===== config.mk =====
export PLATFORM = sky130hd
export DESIGN_NAME = sorted_array_table_core
export DESIGN_NICKNAME = d
export VERILOG_FILES = /design/src/hdl/sat_pkg.sv /design/src/hdl/sat_cell.sv /design/src/hdl/sorted_array_table_core.sv
export SDC_FILE = /design/constraint.sdc
export NUM_CORES = 2
export LEC_CHECK = 0
export ABC_AREA = 1
export BUFFER_PORTS_ARGS = -buffer_cell sky130_fd_sc_hd__buf_4
export CAP_MARGIN = 20
export CORE_UTILIZATION = 59
export DETAILED_ROUTE_END_ITERATION = 16
export PLACE_DENSITY = 0.8
export SYNTH_ARGS = -nofsm -noshare
export SYNTH_HDL_FRONTEND = slang
export SYNTH_SLANG_ARGS = --single-unit

===== constraint.sdc =====
create_clock -name clk -period 4.3 [get_ports clk]
set_input_delay 0.215 -clock clk [delete_from_list [all_inputs] [get_ports clk]]
set_output_delay 0.215 -clock clk [all_outputs]
set_load 0.005 [all_outputs]

===== src/hdl/sat_pkg.sv =====
// Shared types, constants and request/status codes for the sorted array table.
package sat_pkg;

  // Table geometry
  localparam int CAPACITY = 16;
  localparam int DATA_W   = 32;
  localparam int IDX_W    = $clog2(CAPACITY);
  localparam int CNT_W    = $clog2(CAPACITY + 1);

  typedef logic signed [DATA_W-1:0] data_t;
  typedef logic [IDX_W-1:0]         idx_t;
  typedef logic [CNT_W-1:0]         cnt_t;

  // Request types
  localparam logic [1:0] REQ_INSERT     = 2'd0;
  localparam logic [1:0] REQ_REMOVE_VAL = 2'd1;
  localparam logic [1:0] REQ_REMOVE_IDX = 2'd2;
  localparam logic [1:0] REQ_READ       = 2'd3;

  // Result status
  localparam logic [1:0] ST_OK        = 2'd0;
  localparam logic [1:0] ST_FULL      = 2'd1;
  localparam logic [1:0] ST_NOT_FOUND = 2'd2;
  localparam logic [1:0] ST_RANGE     = 2'd3;

  // Per-cell update operation
  localparam logic [1:0] OP_HOLD     = 2'd0;
  localparam logic [1:0] OP_LOAD     = 2'd1;
  localparam logic [1:0] OP_SHIFT_UP = 2'd2;
  localparam logic [1:0] OP_SHIFT_DN = 2'd3;

  // Control from the sequencer to every cell
  typedef struct packed {
    logic [1:0] op;
    logic       cmp_en;
  } cell_ctl_t;

  // Registered compare flags from each cell
  typedef struct packed {
    logic lt;   // stored entry comes before the value in the current order
    logic eq;   // stored entry equals the value
  } cell_flag_t;

endpackage


===== src/hdl/sat_cell.sv =====
// One storage cell of the sorted chain: holds an entry, compares it, shifts.
module sat_cell (
  input  logic                clk,
  input  sat_pkg::cell_ctl_t  ctl,
  input  logic                desc,
  input  sat_pkg::data_t      cmp_value,
  input  sat_pkg::data_t      load_value,
  input  sat_pkg::data_t      left_entry,
  input  sat_pkg::data_t      right_entry,
  output sat_pkg::data_t      entry,
  output sat_pkg::cell_flag_t flag
);
  import sat_pkg::*;

  data_t      entry_r;
  data_t      entry_nxt;
  cell_flag_t flag_r;
  cell_flag_t flag_nxt;

  // Compare against the incoming value in the transaction's accept cycle
  always_comb begin
    flag_nxt    = flag_r;
    if (ctl.cmp_en) begin
      flag_nxt.lt = desc ? (cmp_value < entry_r) : (entry_r < cmp_value);
      flag_nxt.eq = (entry_r == cmp_value);
    end
  end

  // Entry update: keep, take the new value, or take a neighbor's entry
  always_comb begin
    case (ctl.op)
      OP_HOLD:     entry_nxt = entry_r;
      OP_LOAD:     entry_nxt = load_value;
      OP_SHIFT_UP: entry_nxt = left_entry;
      OP_SHIFT_DN: entry_nxt = right_entry;
      default:     entry_nxt = entry_r;
    endcase
  end

  always_ff @(posedge clk) begin
    entry_r <= entry_nxt;
    flag_r  <= flag_nxt;
  end

  assign entry = entry_r;
  assign flag  = flag_r;

endmodule


===== src/hdl/sorted_array_table_core.sv =====
// Top level of the sorted array table: request sequencer over a chain of cells.
// A transaction has an accept and an execute cycle: in the accept cycle every
// cell compares its entry with the incoming value and registers the result; in
// the execute cycle, which waits while a held result stalls on out_stall, the
// sequencer finds the insert or removal point from those flags and every cell
// loads, shifts or holds at once, while the result is written to the output
// register. in_stall is high throughout the execute state, so a new transaction
// is not taken until the previous one has executed, also while a result waits
// on out_stall. The order register may be written at any time the block is
// idle (cfg_ready is always high). The table holds up to sixteen entries; no
// clearing pass is run after reset.
module sorted_array_table_core (
  input  logic                  clk,
  input  logic                  rst_n,
  // request channel
  input  logic                  in_valid,
  output logic                  in_stall,
  input  logic [1:0]            in_req_type,
  input  sat_pkg::data_t        in_value,
  input  sat_pkg::idx_t         in_position,
  // result channel
  output logic                  out_valid,
  input  logic                  out_stall,
  output logic [1:0]            out_status,
  output sat_pkg::data_t        out_read_value,
  output sat_pkg::cnt_t         out_entry_count,
  // configuration
  input  logic                  cfg_valid,
  output logic                  cfg_ready,
  input  logic                  cfg_order_descending
);
  import sat_pkg::*;

  localparam logic S_IDLE = 1'b0;
  localparam logic S_EXEC = 1'b1;

  logic       state_r, state_nxt;
  logic       desc_r;
  logic [1:0] req_type_r;
  data_t      value_r;
  idx_t       position_r;
  cnt_t       count_r, count_nxt;

  logic       out_valid_r, out_valid_nxt;
  logic [1:0] out_status_r, out_status_nxt;
  data_t      out_read_value_r, out_read_value_nxt;
  cnt_t       out_entry_count_r, out_entry_count_nxt;

  logic in_accept;
  logic out_free;
  logic do_exec;

  data_t      entry_vec [CAPACITY];
  cell_flag_t flag_vec  [CAPACITY];
  cell_ctl_t  ctl_vec   [CAPACITY];

  logic [CAPACITY-1:0] valid_vec;
  logic [CAPACITY-1:0] stop_vec;
  logic [CAPACITY-1:0] match_vec;
  logic [CAPACITY-1:0] sel_vec;
  logic [CAPACITY-1:0] prior_vec;   // a selected cell lies below this one

  logic is_full;
  logic any_match;
  logic pos_ok;

  // Handshake
  assign in_stall  = (state_r == S_EXEC);
  assign in_accept = in_valid && !in_stall;
  assign out_free  = !out_valid_r || !out_stall;
  assign do_exec   = (state_r == S_EXEC) && out_free;
  assign cfg_ready = 1'b1;

  // Per-cell qualifiers from the registered compare flags
  always_comb begin
    for (int i = 0; i < CAPACITY; i++) begin
      valid_vec[i] = (CNT_W'(i) < count_r);
      stop_vec[i]  = !(valid_vec[i] && flag_vec[i].lt);
      match_vec[i] = valid_vec[i] && flag_vec[i].eq;
    end
  end

  assign sel_vec   = (req_type_r == REQ_INSERT) ? stop_vec : match_vec;
  assign is_full   = (count_r == CNT_W'(CAPACITY));
  assign any_match = |match_vec;
  assign pos_ok    = (CNT_W'(position_r) < count_r);

  // Prior-selection mask per cell: OR over all lower cells, computed in parallel
  always_comb begin
    for (int i = 0; i < CAPACITY; i++) begin
      prior_vec[i] = |(sel_vec & ({CAPACITY{1'b1}} >> (CAPACITY - i)));
    end
  end

  // Cell operations
  always_comb begin
    for (int i = 0; i < CAPACITY; i++) begin
      ctl_vec[i].cmp_en = in_accept;
      ctl_vec[i].op     = OP_HOLD;
      if (do_exec) begin
        case (req_type_r)
          REQ_INSERT: begin
            if (!is_full) begin
              if (sel_vec[i] && !prior_vec[i]) begin
                ctl_vec[i].op = OP_LOAD;
              end else if (prior_vec[i] && (CNT_W'(i) <= count_r)) begin
                ctl_vec[i].op = OP_SHIFT_UP;
              end
            end
          end
          REQ_REMOVE_VAL: begin
            if (sel_vec[i] || prior_vec[i]) begin
              ctl_vec[i].op = OP_SHIFT_DN;
            end
          end
          REQ_REMOVE_IDX: begin
            if (pos_ok && (IDX_W'(i) >= position_r)) begin
              ctl_vec[i].op = OP_SHIFT_DN;
            end
          end
          REQ_READ: ctl_vec[i].op = OP_HOLD;
          default:  ctl_vec[i].op = OP_HOLD;
        endcase
      end
    end
  end

  // The cell chain
  for (genvar g = 0; g < CAPACITY; g++) begin : g_cell
    data_t left_entry;
    data_t right_entry;
    if (g == 0) begin : g_first
      assign left_entry = '0;
    end else begin : g_mid_l
      assign left_entry = entry_vec[g-1];
    end
    if (g == CAPACITY - 1) begin : g_last
      assign right_entry = '0;
    end else begin : g_mid_r
      assign right_entry = entry_vec[g+1];
    end
    sat_cell u_cell (
      .clk         (clk),
      .ctl         (ctl_vec[g]),
      .desc        (desc_r),
      .cmp_value   (in_value),
      .load_value  (value_r),
      .left_entry  (left_entry),
      .right_entry (right_entry),
      .entry       (entry_vec[g]),
      .flag        (flag_vec[g])
    );
  end

  // Sequencer, count and result register
  always_comb begin
    state_nxt           = state_r;
    count_nxt           = count_r;
    out_valid_nxt       = out_valid_r && out_stall;
    out_status_nxt      = out_status_r;
    out_read_value_nxt  = out_read_value_r;
    out_entry_count_nxt = out_entry_count_r;
    if (in_accept) begin
      state_nxt = S_EXEC;
    end
    if (do_exec) begin
      state_nxt          = S_IDLE;
      out_valid_nxt      = 1'b1;
      out_status_nxt     = ST_OK;
      out_read_value_nxt = '0;
      case (req_type_r)
        REQ_INSERT: begin
          if (is_full) begin
            out_status_nxt = ST_FULL;
          end else begin
            count_nxt = count_r + CNT_W'(1);
          end
        end
        REQ_REMOVE_VAL: begin
          if (any_match) begin
            count_nxt = count_r - CNT_W'(1);
          end else begin
            out_status_nxt = ST_NOT_FOUND;
          end
        end
        REQ_REMOVE_IDX: begin
          if (pos_ok) begin
            count_nxt = count_r - CNT_W'(1);
          end else begin
            out_status_nxt = ST_RANGE;
          end
        end
        REQ_READ: begin
          if (pos_ok) begin
            out_read_value_nxt = entry_vec[position_r];
          end else begin
            out_status_nxt = ST_RANGE;
          end
        end
        default: out_status_nxt = ST_OK;
      endcase
      out_entry_count_nxt = count_nxt;
    end
  end

  // Control registers
  always_ff @(posedge clk) begin
    if (!rst_n) begin
      state_r     <= S_IDLE;
      count_r     <= '0;
      desc_r      <= 1'b0;
      out_valid_r <= 1'b0;
    end else begin
      state_r     <= state_nxt;
      count_r     <= count_nxt;
      out_valid_r <= out_valid_nxt;
      if (cfg_valid && cfg_ready) begin
        desc_r <= cfg_order_descending;
      end
    end
  end

  // Payload registers
  always_ff @(posedge clk) begin
    if (in_accept) begin
      req_type_r <= in_req_type;
      value_r    <= in_value;
      position_r <= in_position;
    end
    out_status_r      <= out_status_nxt;
    out_read_value_r  <= out_read_value_nxt;
    out_entry_count_r <= out_entry_count_nxt;
  end

  assign out_valid       = out_valid_r;
  assign out_status      = out_status_r;
  assign out_read_value  = out_read_value_r;
  assign out_entry_count = out_entry_count_r;

  // Checks
  a_count_range: assert property (@(posedge clk) disable iff (!rst_n)
    count_r <= CNT_W'(CAPACITY))
    else $error("entry count above capacity");

  a_count_step: assert property (@(posedge clk) disable iff (!rst_n)
    (count_r != $past(count_r)) |->
      ((count_r == $past(count_r) + CNT_W'(1)) || (count_r + CNT_W'(1) == $past(count_r))))
    else $error("entry count moved by more than one");

  a_full_status: assert property (@(posedge clk) disable iff (!rst_n)
    (out_valid_r && (out_status_r == ST_FULL)) |-> (out_entry_count_r == CNT_W'(CAPACITY)))
    else $error("full status with spare room");

  a_read_zero: assert property (@(posedge clk) disable iff (!rst_n)
    (out_valid_r && (out_status_r != ST_OK)) |-> (out_read_value_r == '0))
    else $error("failed request returned a nonzero value");

  a_count_only_exec: assert property (@(posedge clk) disable iff (!rst_n)
    !do_exec |=> (count_r == $past(count_r)))
    else $error("entry count changed outside execute cycle");

endmodule


==> out/results.tsv <==
stage	metric	value	unit
logic_synthesis	synth_area	48500	um2
place	gp_congestion	0.9886	
die	start_util	59.92	%
layout	diodes	0	
sta	finalCriticalPeriod	3.898	ns
critical_path	crit_slowest_cell	o21ai_4	
place	dp.final_hpwl	128700	um
critical_path	path_depth	12	
place	port_buffers	84	
logic_synthesis	synth-async-reset-ratio	0	%
run	maxCapViolations	0	
logic_synthesis	synth_edf_count	621	
drt	drc_errors	0	
die	rows	104	
clock_tree	clock_latency	0.66	ns
critical_path	path_cells	nor2_4, inv_2, nand3_1, nand2_1, nor2_1, nand3_2, nor2_8, nand2_4, o21ai_4, inv_2, nand4_1, nand3_1	
sta	skew	0.03131	ns
layout	drive_above_1_share	7.311	%
global_routing	grt_usage	42.14	%
clock_tree	path_clk_slew	0.06	ns
clock_tree	cts_root_buf	clkbuf_16	
layout	area_growth	8.524	%
critical_path	cpPeakStageDelay	0.57	ns
critical_path	arrival	4.29	ns
die	dieArea	83350	um2
global_routing	overflow	0	
die	dieWidth	288.7	um
logic_synthesis	synthCells	6040	
clock_tree	cts_setup_buffers	0	
min_path	whs_path_depth	2	
sta	period_share	90.65	%
sta	tightest_slew	1.206	ns
logic_synthesis	synth_seq_area_share	38.78	%
die	pin_count	86	
logic_synthesis	avgSynthCellArea	8.029	um2
critical_path	cp_max_fo	32	
logic_synthesis	yosys.area.top_type_share	38.45	%
logic_synthesis	syn_nets	6604	
pwr	power-per-cell-area	348.6	nW/um2
critical_path	crit_buf_inv	2	
drt	vias	49124	
die	core	80940	um2
logic_synthesis	yosys-top-cells-area	edfxtp_1 38%, ha_1 13%, nand2_1 11%	
outcome	status	complete, no violations	
drt	wl	178000	um
clock_tree	postCtsHoldBufs	44	
pwr	ir_worst_vdd	0.2870	mV
drt	ant_nets	0	
critical_path	cp-end-kind	flip-flop	
sta	setup-tns-final	0	ns
sta	setup_viol	0	
drt	post_drt_wl_per_cell	25.20	um
global_routing	grt_max_degree	130	
clock_tree	clock_sinks	629	
global_routing	grt_antenna_before_repair	4	
min_path	hp-class	in -> reg	
logic_synthesis	ys.flop_type	edfxtp_1	
sta	rsz0062_at_grt	false	
logic_synthesis	ys_types	55	
logic_synthesis	ys_warn_count	0	
die	die_y	288.7	um
layout	nets	6510	
clock_tree	numCtsBuffers	76	
clock_tree	cts_resized	0	
drt	drt-vias-per-instance	6.953	
logic_synthesis	ys_ff_latch	629	
clock_tree	htree_num_levels	3	
global_routing	grt_pass1_vias	46290	
sta	relSlewSlack	19.62	%
pwr	total_power	18350	uW
sta	drv_slew	0	
critical_path	critPathTopFamily	simple AND/OR/NAND/NOR gates	
critical_path	worstSetupPathType	reg -> reg	
drt	first_pass_iters	10	
sta	final_hold_viol_count	0	
global_routing	grt_pass1_wl	271000	um
logic_synthesis	yosysMostFrequentCell	nand2_1	
critical_path	cp.required	4.69	ns
clock_tree	tritoncts	yes	
logic_synthesis	synth_area_leader_cell	edfxtp_1	
sta	max_freq	0.2565	GHz
pwr	leakage	0.02209	uW
drt	first_iter_violations	7413	
critical_path	critPathLaunchType	flip-flop	
logic_synthesis	ys_top_cells_by_count	1438 x nand2_1, 748 x nand3_1, 621 x edfxtp_1	
critical_path	rr_worst_depth	12	
clock_tree	clockBufferDepth	3	
## power breakdown
| group | switching [uW] | internal, uW |
|---|---|---|
| logic | 2730 | 1260 |
| clock network | 2790 | 3620 |
| registers | 588 | 7360 |
| total | 6110 | 12200 |
## through the flow
stage / instances / area (um2) / hold WS [ns] / setup WS [ns] / util, %
floorplan: 6040 / 48500 / 0.3139 / 0.09633 / -
CTS: 7061 / 52530 / 0.3019 / 0.4911 / 64.90
global placement: 6879 / 49690 / 0.3952 / 0.5156 / 61.39
detailed placement: 6880 / 49720 / 0.3954 / 0.4934 / 61.43
finish: 7065 / 52630 / 0.3007 / 0.4020 / 65.03
global route: 7065 / 52630 / 0.2979 / 0.1745 / 65.03
## path summary, 6_finish.rpt
path	from	endpoint	slack, ns
setup / recovery	req_type_r[0]	g_cell[11].u_cell.entry[3]	0.40
hold / removal	in_position[1]	position_r[1]	0.30
setup reg to reg	req_type_r[0]	g_cell[11].u_cell.entry[3]	0.40
hold reg to reg	in_stall	in_stall	0.55
## state kept, by name, indices dropped and copies added, names as in the netlist
name	count
out_status	2
g_cell.u_cell.entry	512
value_r	32
position_r	4
g_cell.u_cell.flag	32
desc_r	1
in_stall	1
out_entry_count	5
req_type_r	2
out_valid	1
out_read_value	32
count_r	5
## cell type report
class	instances	area [um2]
inverters	335	1262
repair buffers	270	2317
well taps	1060	1326
clock inverters	39	315.3
fillers	6744	28310
flip-flops and latches	629	18810
multi-input cells	4634	26550
clock buffers	98	2057
## cell families (layout without fill, tap and decap cells)
kind of cell	after synthesis	in the layout	share of synthesized area, %
other	1	1	0.007732
buffers and inverters	777	742	6.721
DFF	629	629	38.78
xor gates and xnor gates	5	5	0.09031
adders and majority gates	520	520	13.42
AOI/OAI and AO/OA	934	934	10.78
and+or+nand+nor	3174	3174	30.20
## metal layers
metal  vias to the layer above  routed length, um  track usage, %
met5                         -                 40               0
met1                     22461              61740           52.10
met2                      4115              78600           65.55
li1                      21622                  -               -
met4                         6              15110           30.13
met3                       920              22510           8.989
## layout by cell type (no fill, tap or decap), types with 4 or more instances in the layout
| cell | instances |
|---|---|
| nand2_2 | 30 |
| nand3_1 | 747 |
| buf_4 | 214 |
| nor4_1 | 18 |
| clkbuf_16 | 78 |
| clkbuf_1 | 17 |
| inv_1 | 319 |
| nor2_1 | 292 |
| dfxtp_1 | 8 |
| a21o_1 | 9 |
| nand2_1 | 1429 |
| nand4_1 | 554 |
| ha_1 | 520 |
| o221ai_1 | 34 |
| and3_1 | 13 |
| clkinv_2 | 13 |
| a21oi_4 | 4 |
| dlygate4sd3_1 | 44 |
| nor3_1 | 31 |
| nor2_2 | 16 |
| o21a_1 | 9 |
| nor3b_1 | 5 |
| o211ai_1 | 59 |
| nor2_4 | 8 |
| bufinv_16 | 4 |
| o21ai_0 | 397 |
| nand3_2 | 7 |
| o21ai_2 | 6 |
| a31oi_1 | 63 |
| or2_2 | 12 |
| clkinv_1 | 17 |
| a21oi_1 | 268 |
| a21boi_0 | 4 |
| inv_2 | 15 |
| o22ai_1 | 63 |
| buf_16 | 4 |
| edfxtp_1 | 621 |
| buf_12 | 8 |
| o21ai_1 | 7 |
Note: power is estimated with default switching activity, not from simulation.
